$ cat src/rtl/core/ipv4hc_pkg.sv
// Shared constants, codes and types of the IPv4 header checker.
package ipv4hc_pkg;

   localparam int unsigned BYTE_W     = 8;
   localparam int unsigned ADDR_W     = 32;
   localparam int unsigned COUNT_W    = 16;
   localparam int unsigned IHL_W      = 6;
   localparam int unsigned SUM_W      = 17;
   localparam int unsigned WORD_W     = 16;
   localparam int unsigned STATUS_W   = 3;
   localparam int unsigned CSR_ADDR_W = 3;
   localparam int unsigned CSR_DATA_W = 32;
   localparam int unsigned RSP_DATA_W = 104;

   // IHL counts 32-bit words
   localparam int unsigned IHL_SHIFT = 2;

   localparam logic [IHL_W-1:0]  MIN_HEADER_BYTES = IHL_W'(20);
   localparam logic [WORD_W-1:0] GOOD_CHECKSUM    = 16'h0000;
   localparam logic [ADDR_W-1:0] ALL_ONES_ADDR    = '1;
   localparam logic [ADDR_W-1:0] OWN_ADDR_RESET   = '0;
   localparam logic [ADDR_W-1:0] OWN_BCAST_RESET  = '1;
   localparam logic [BYTE_W-1:0] PROTO_TCP        = 8'd6;
   localparam logic [BYTE_W-1:0] PROTO_UDP        = 8'd17;

   // fixed header byte offsets
   localparam logic [COUNT_W-1:0] POS_TOTAL_HI  = 16'd2;
   localparam logic [COUNT_W-1:0] POS_TOTAL_LO  = 16'd3;
   localparam logic [COUNT_W-1:0] POS_PROTOCOL  = 16'd9;
   localparam logic [COUNT_W-1:0] POS_SRC_FIRST = 16'd12;
   localparam logic [COUNT_W-1:0] POS_SRC_LAST  = 16'd15;
   localparam logic [COUNT_W-1:0] POS_DST_FIRST = 16'd16;
   localparam logic [COUNT_W-1:0] POS_DST_LAST  = 16'd19;

   typedef logic [STATUS_W-1:0] status_type;

   localparam status_type ST_TCP       = 3'd0;
   localparam status_type ST_UDP       = 3'd1;
   localparam status_type ST_OTHER     = 3'd2;
   localparam status_type ST_BAD_IHL   = 3'd3;
   localparam status_type ST_TRUNCATED = 3'd4;
   localparam status_type ST_NOT_OURS  = 3'd5;
   localparam status_type ST_BAD_SUM   = 3'd6;
   localparam status_type ST_TOTAL_LOW = 3'd7;

   localparam logic REG_OWN_ADDRESS   = 1'b0;
   localparam logic REG_OWN_BROADCAST = 1'b1;

   typedef struct packed {
      logic              advance;
      logic              last;
      logic [BYTE_W-1:0] data;
   } step_type;

   typedef struct packed {
      status_type         status;
      logic [BYTE_W-1:0]  protocol_number;
      logic [ADDR_W-1:0]  source_address;
      logic [ADDR_W-1:0]  destination_address;
      logic [IHL_W-1:0]   header_bytes;
      logic [COUNT_W-1:0] payload_length;
   } result_type;

endpackage

$ cat src/rtl/core/ipv4hc_frame.sv
// Per-frame header capture, running checksum and verdict logic.
module ipv4hc_frame (
   input  logic                             clock,
   input  logic                             reset,
   input  ipv4hc_pkg::step_type             step,
   input  logic [ipv4hc_pkg::ADDR_W-1:0]    own_address,
   input  logic [ipv4hc_pkg::ADDR_W-1:0]    own_broadcast,
   output ipv4hc_pkg::result_type           result
);
   import ipv4hc_pkg::*;

   logic [COUNT_W-1:0] count_ff, count_in;
   logic [IHL_W-1:0]   ihl_ff, ihl_in;
   logic [SUM_W-1:0]   sum_ff, sum_in;
   logic [BYTE_W-1:0]  hold_ff, hold_in;
   logic [WORD_W-1:0]  total_ff, total_in;
   logic [BYTE_W-1:0]  proto_ff, proto_in;
   logic [ADDR_W-1:0]  src_ff, src_in;
   logic [ADDR_W-1:0]  dst_ff, dst_in;

   logic [SUM_W:0]     word_sum;
   logic [COUNT_W-1:0] hdr_wide;
   logic [COUNT_W-1:0] min_len;
   logic               dst_ok;
   logic               sum_bad;

   always_comb begin
      count_in = count_ff;
      ihl_in   = ihl_ff;
      sum_in   = sum_ff;
      hold_in  = hold_ff;
      total_in = total_ff;
      proto_in = proto_ff;
      src_in   = src_ff;
      dst_in   = dst_ff;
      word_sum = {1'b0, sum_ff} + {2'b00, hold_ff, step.data};

      if (count_ff == '0) begin
         ihl_in = IHL_W'(step.data[3:0]) << IHL_SHIFT;
      end
      hdr_wide = COUNT_W'(ihl_in);

      // only header bytes enter the checksum; byte 0 always does
      if (count_ff == '0 || count_ff < hdr_wide) begin
         if (!count_ff[0]) begin
            hold_in = step.data;
         end else begin
            sum_in = SUM_W'(word_sum[WORD_W-1:0]) + SUM_W'(word_sum[SUM_W:WORD_W]);
         end
      end

      case (count_ff) inside
         POS_TOTAL_HI:                  total_in = {step.data, total_ff[7:0]};
         POS_TOTAL_LO:                  total_in = {total_ff[15:8], step.data};
         POS_PROTOCOL:                  proto_in = step.data;
         [POS_SRC_FIRST:POS_SRC_LAST]:  src_in   = {src_ff[ADDR_W-BYTE_W-1:0], step.data};
         [POS_DST_FIRST:POS_DST_LAST]:  dst_in   = {dst_ff[ADDR_W-BYTE_W-1:0], step.data};
         default: ;
      endcase

      if (count_ff != '1) begin
         count_in = count_ff + COUNT_W'(1);
      end

      // verdict on the state as it stands after this byte
      dst_ok  = (dst_in == own_address) || (dst_in == ALL_ONES_ADDR) ||
                (dst_in == own_broadcast);
      sum_bad = (~sum_in[WORD_W-1:0]) != GOOD_CHECKSUM;
      min_len = (total_in < count_in) ? total_in : count_in;

      result.protocol_number     = proto_in;
      result.source_address      = src_in;
      result.destination_address = dst_in;
      result.header_bytes        = ihl_in;
      result.payload_length      = '0;

      if (ihl_in < MIN_HEADER_BYTES) begin
         result.status = ST_BAD_IHL;
      end else if (count_in < hdr_wide) begin
         result.status = ST_TRUNCATED;
      end else if (!dst_ok) begin
         result.status = ST_NOT_OURS;
      end else if (sum_bad) begin
         result.status = ST_BAD_SUM;
      end else if (total_in < hdr_wide) begin
         result.status = ST_TOTAL_LOW;
      end else begin
         result.payload_length = min_len - hdr_wide;
         if (proto_in == PROTO_TCP) begin
            result.status = ST_TCP;
         end else if (proto_in == PROTO_UDP) begin
            result.status = ST_UDP;
         end else begin
            result.status = ST_OTHER;
         end
      end
   end

   always_ff @(posedge clock) begin
      if (reset || (step.advance && step.last)) begin
         count_ff <= '0;
         ihl_ff   <= '0;
         sum_ff   <= '0;
         hold_ff  <= '0;
         total_ff <= '0;
         proto_ff <= '0;
         src_ff   <= '0;
         dst_ff   <= '0;
      end else if (step.advance) begin
         count_ff <= count_in;
         ihl_ff   <= ihl_in;
         sum_ff   <= sum_in;
         hold_ff  <= hold_in;
         total_ff <= total_in;
         proto_ff <= proto_in;
         src_ff   <= src_in;
         dst_ff   <= dst_in;
      end
   end

   // a finished frame leaves nothing behind
   a_clear_after_last: assert property (@(posedge clock) disable iff (reset)
      step.advance && step.last |=> count_ff == '0 && sum_ff == '0 && ihl_ff == '0)
      else $error("frame state not cleared after last byte");

   // the folded sum never carries past one bit beyond a word
   a_sum_folded: assert property (@(posedge clock) disable iff (reset)
      sum_ff[SUM_W-1] |-> sum_ff[WORD_W-1:0] == '0)
      else $error("checksum accumulator not folded");

   a_count_saturates: assert property (@(posedge clock) disable iff (reset)
      step.advance && !step.last && count_ff == '1 |=> count_ff == '1)
      else $error("byte count wrapped");

endmodule

$ cat config.mk
export PLATFORM = sky130hd
export DESIGN_NAME = ipv4hc_frame
export DESIGN_NICKNAME = d
export VERILOG_FILES = /design/src/rtl/core/ipv4hc_pkg.sv /design/src/rtl/core/ipv4hc_frame.sv
export SDC_FILE = /design/constraint.sdc
export NUM_CORES = 1
export LEC_CHECK = 0
export BUFFER_PORTS_ARGS = -buffer_cell sky130_fd_sc_hd__buf_2
export CAP_MARGIN = 40
export CORE_AREA = 3 3 160 162
export DETAILED_ROUTE_END_ITERATION = 6
export DIE_AREA = 0 0 163 165
export GPL_TIMING_DRIVEN = 0
export PLACE_DENSITY = 0.64
export REMOVE_ABC_BUFFERS = 1
export SLEW_MARGIN = 10
export SYNTH_ARGS = -nofsm -noshare
export SYNTH_HDL_FRONTEND = slang
export SYNTH_SLANG_ARGS = --single-unit
$ cat constraint.sdc
create_clock -name clock -period 12.9 [get_ports clock]
set_input_delay 1.935 -clock clock [delete_from_list [all_inputs] [get_ports clock]]
set_output_delay 1.935 -clock clock [all_outputs]
set_load 0.005 [all_outputs]
==> results.md <==
- Yosys top cell area share: 24.4%
- Pre-CTS setup slack: 3.07 ns
- Reg2reg end: sum_ff[15]
- Placed insts: 1,844
- Initial Util: 45.6%
- Filler-free cell count of the finished design: 1,876
- Critical path buffer and inverter count: 3
- Number of enable flip-flop cells after synthesis: 0
- Max-Cap Viols: 0
- Gr usage total: 25.9%
- Total negative slack: 0 ns
- H-tree depth: 4
- Critical Path AT: 8.02 ns
- Cell with the most instances after synthesis: nor2_1
- Synthesized area: 11,100 um^2
- CTS Hold Bufs: 0
- Max-slew headroom: 43.4%
- Main synth FF type: dfxtp_1
- P_leak: 5.94 nW
- Largest area contributor in the netlist: dfxtp_1
- Avg Inst Size Synth: roughly 7.7 um^2
- WL per Instance: around 19 um
- Worst-path clk slew: ~0.070 ns
- Largest net degree at the start of global routing: 114
- CP Capture Type: output port
- Hold crit path type: reg -> reg
- Most instantiated cells after synthesis: nor2_1 (244), dfxtp_1 (135), inv_1 (101), clkbuf_1 (78), mux2i_1 (77)
- Sequential share of the synthesized area: 24.4%
- Clk_skew: 0.0182 ns
- Reg2reg path depth: 20
- Unrepaired setup endpoints after global routing: no
- Final count of hold timing violations: 0
- F_max: between 0.1 and 0.15 GHz
- Die Y-Extent: ~170 um
- Routed Antenna Nets: 0
- Ranking of synthesized cells by area: dfxtp_1 (24%), nor2_1 (8.3%), mux2i_1 (7.0%)
- Antenna violations before repair: 0
- WP data required: 10.97 ns
- DR DRC count: 0
- Highest routed layer: met4
- Setup bufs post-CTS: 0
- Cts bufs inserted: 17
- Top cell by count, worst path: a21oi_1
- Placer congestion estimate: 0.949
- #FFs+latches synth: 135
- Hold EP: proto_ff[5]
- Reg2reg start: sum_ff[6]
- Post-layout min period: 9.96 ns
- Share of cells above drive strength 1: 17.9%
- CP max-delay cell: o41ai_4
- Die area: 26,900 um^2
- Fillcell total: approximately 2,400
- Core ar.: between 20,000 and 25,000 um^2
- Crit Path Class: in -> out
- Post-cts gate resize count: 0
- DP HPWL: 26,000 um
- CTS sink count: 135
- Die width: 163 um
- Met3 WL post-DR: 2240 um
- Final Util: 52.7%
- Reg2reg setup slack: 7.93 ns
- TritonRoute pass-1 iters: 5
- Root buffer cell: clkbuf_16
- CTS tree: built
- Row Count: 57
- Layout Nets: 1,676
- Initial drt markers: between 800 and 900
- CP max stage delay: between 0.5 and 0.6 ns
- PnR worst setup slack: 2.94 ns
- P&R area growth vs syn: 15.6%
- Power Dens Cells: 107 nW/um^2
- First-pass GRT wire length: 55,200 um
- Status: finished, final reports clean
- Antenna diode count: 0
- DRT Wirelength: 35,400 um
- Overflow after GRT: 0
- Family with the most delay on the worst path: compound AO/OA/AOI/OAI gates
- Worst Path Max Fanout: 16
- Cells after Synth: 1,432
- Final Setup Violations: 0
- Worst setup SP type: primary input
- Worst Hold Depth: 2
- Multi-input logic area: around 7600 um^2
- Number of port buffers: ~170
- Tcrit/Tclk final: 77.2%
- Ys async rst share: 0%
- Hold_sp: proto_ff[5]
- Met1 Routed Length: about 16,000 um
- Synth warnings: 0
- Vias/cell: between 5 and 6
- Top Ports: 173
- Post-synth cell types: 82
- Via count: 10,800
- CTS Buffer Depth: 2
- DR WL met2: 16,600 um
- Vias in the first global route: 10,000
- Storage cell area: 2700 um^2
- Maximum VDD drop: 0.0900 mV
- Least-Margin Pin Slew: slightly above 0.8 ns
- Total Power: 1.37 mW
- Final Slew Violations: 0
- Worst skew pair latency: 0.44 ns
-- layer usage --
| metal | global-route usage (%) | up-vias |
|---|---|---|
| met5 | 0 | - |
| met4 | 7.54 | 0 |
| met3 | 4.16 | 50 |
| met2 | 42.1 | 354 |
| met1 | 35.6 | 5088 |
| li1 | - | 5287 |
-- placed cells by master, fill, tap and decap left out, types with 13 or more instances in the layout --
cell type,netlist,final
o22ai_1,15,15
clkbuf_16,0,17
and3_1,17,17
nor2_1,244,242
mux2_2,37,37
xor2_1,76,76
mux2i_1,77,77
inv_1,101,101
nor3_1,51,51
nor2b_1,13,13
o21ai_0,31,31
nand3_1,32,32
nor4_1,36,36
dfxtp_1,135,135
ha_1,58,58
buf_2,8,171
nand2_1,45,45
xnor2_1,56,56
a211oi_1,72,72
a21oi_1,63,63
nand4_1,24,24
nand2b_1,17,17
-- cells by family (layout without fill, tap and decap cells) --
kind of cell	after synthesis	count (layout)	synth area share (%)
adder cells (fa/ha/maj)	61	61	7.11
XOR/XNOR	133	133	10.6
flip-flops	135	135	24.4
multiplexers	114	114	10.7
AND/OR/NAND/NOR	516	516	22.8
AO/OA/AOI/OAI	276	276	17.4
buffers and inverters	197	317	6.95
-- area by class of cell --
class	instances	share of cell area (%)
multi-input combinational	1100	59.5
sequential	135	21.1
timing repair buffer	182	8.22
clock buffer	17	3.33
tap	324	3.17
inverter	103	3.02
clock inverter	15	1.62
-- flip-flops by register name, summed over array words and instances, names as in the netlist --
register	flops
dst_ff	32
src_ff	32
sum_ff	17
count_ff	16
total_ff	16
hold_ff	8
proto_ff	8
ihl_ff	6
-- tightest hold or removal path, delay by kind of cell, from the launching register on --
family | cells | cell delay, ns
AND/OR/NAND/NOR | 1 | 0.08
flip-flops | 1 | 0.31
AO/OA/AOI/OAI | 1 | 0.05
-- where the power goes --
group | total, mW | switching [mW] | internal, mW
Combinational | 0.384 | 0.230 | 0.154
Sequential | 0.456 | 0.0205 | 0.436
Clock | 0.532 | 0.234 | 0.298
-- through the flow --
| stage | hold slack [ns] | instance area, um^2 |
|---|---|---|
| 6_report | 0.479 | 12800 |
| 3_3_place_gp | 0.463 | 11900 |
| 5_1_grt | 0.493 | 12800 |
| 4_1_cts | 0.478 | 12800 |
| 2_1_floorplan | 0.453 | 10700 |
| 3_5_place_dp | 0.469 | 12200 |
-- how the worst max path moves through the flow --
stage / from / end / depth (start not counted)
floorplan: step[0] / result[14] / 23
global placement: step[0] / result[13] / 25
detailed placement: step[0] / result[13] / 25
CTS: step[0] / result[13] / 25
global route: step[0] / result[13] / 25
finish: step[0] / result[13] / 25
Power figures use the tool's default switching activity.
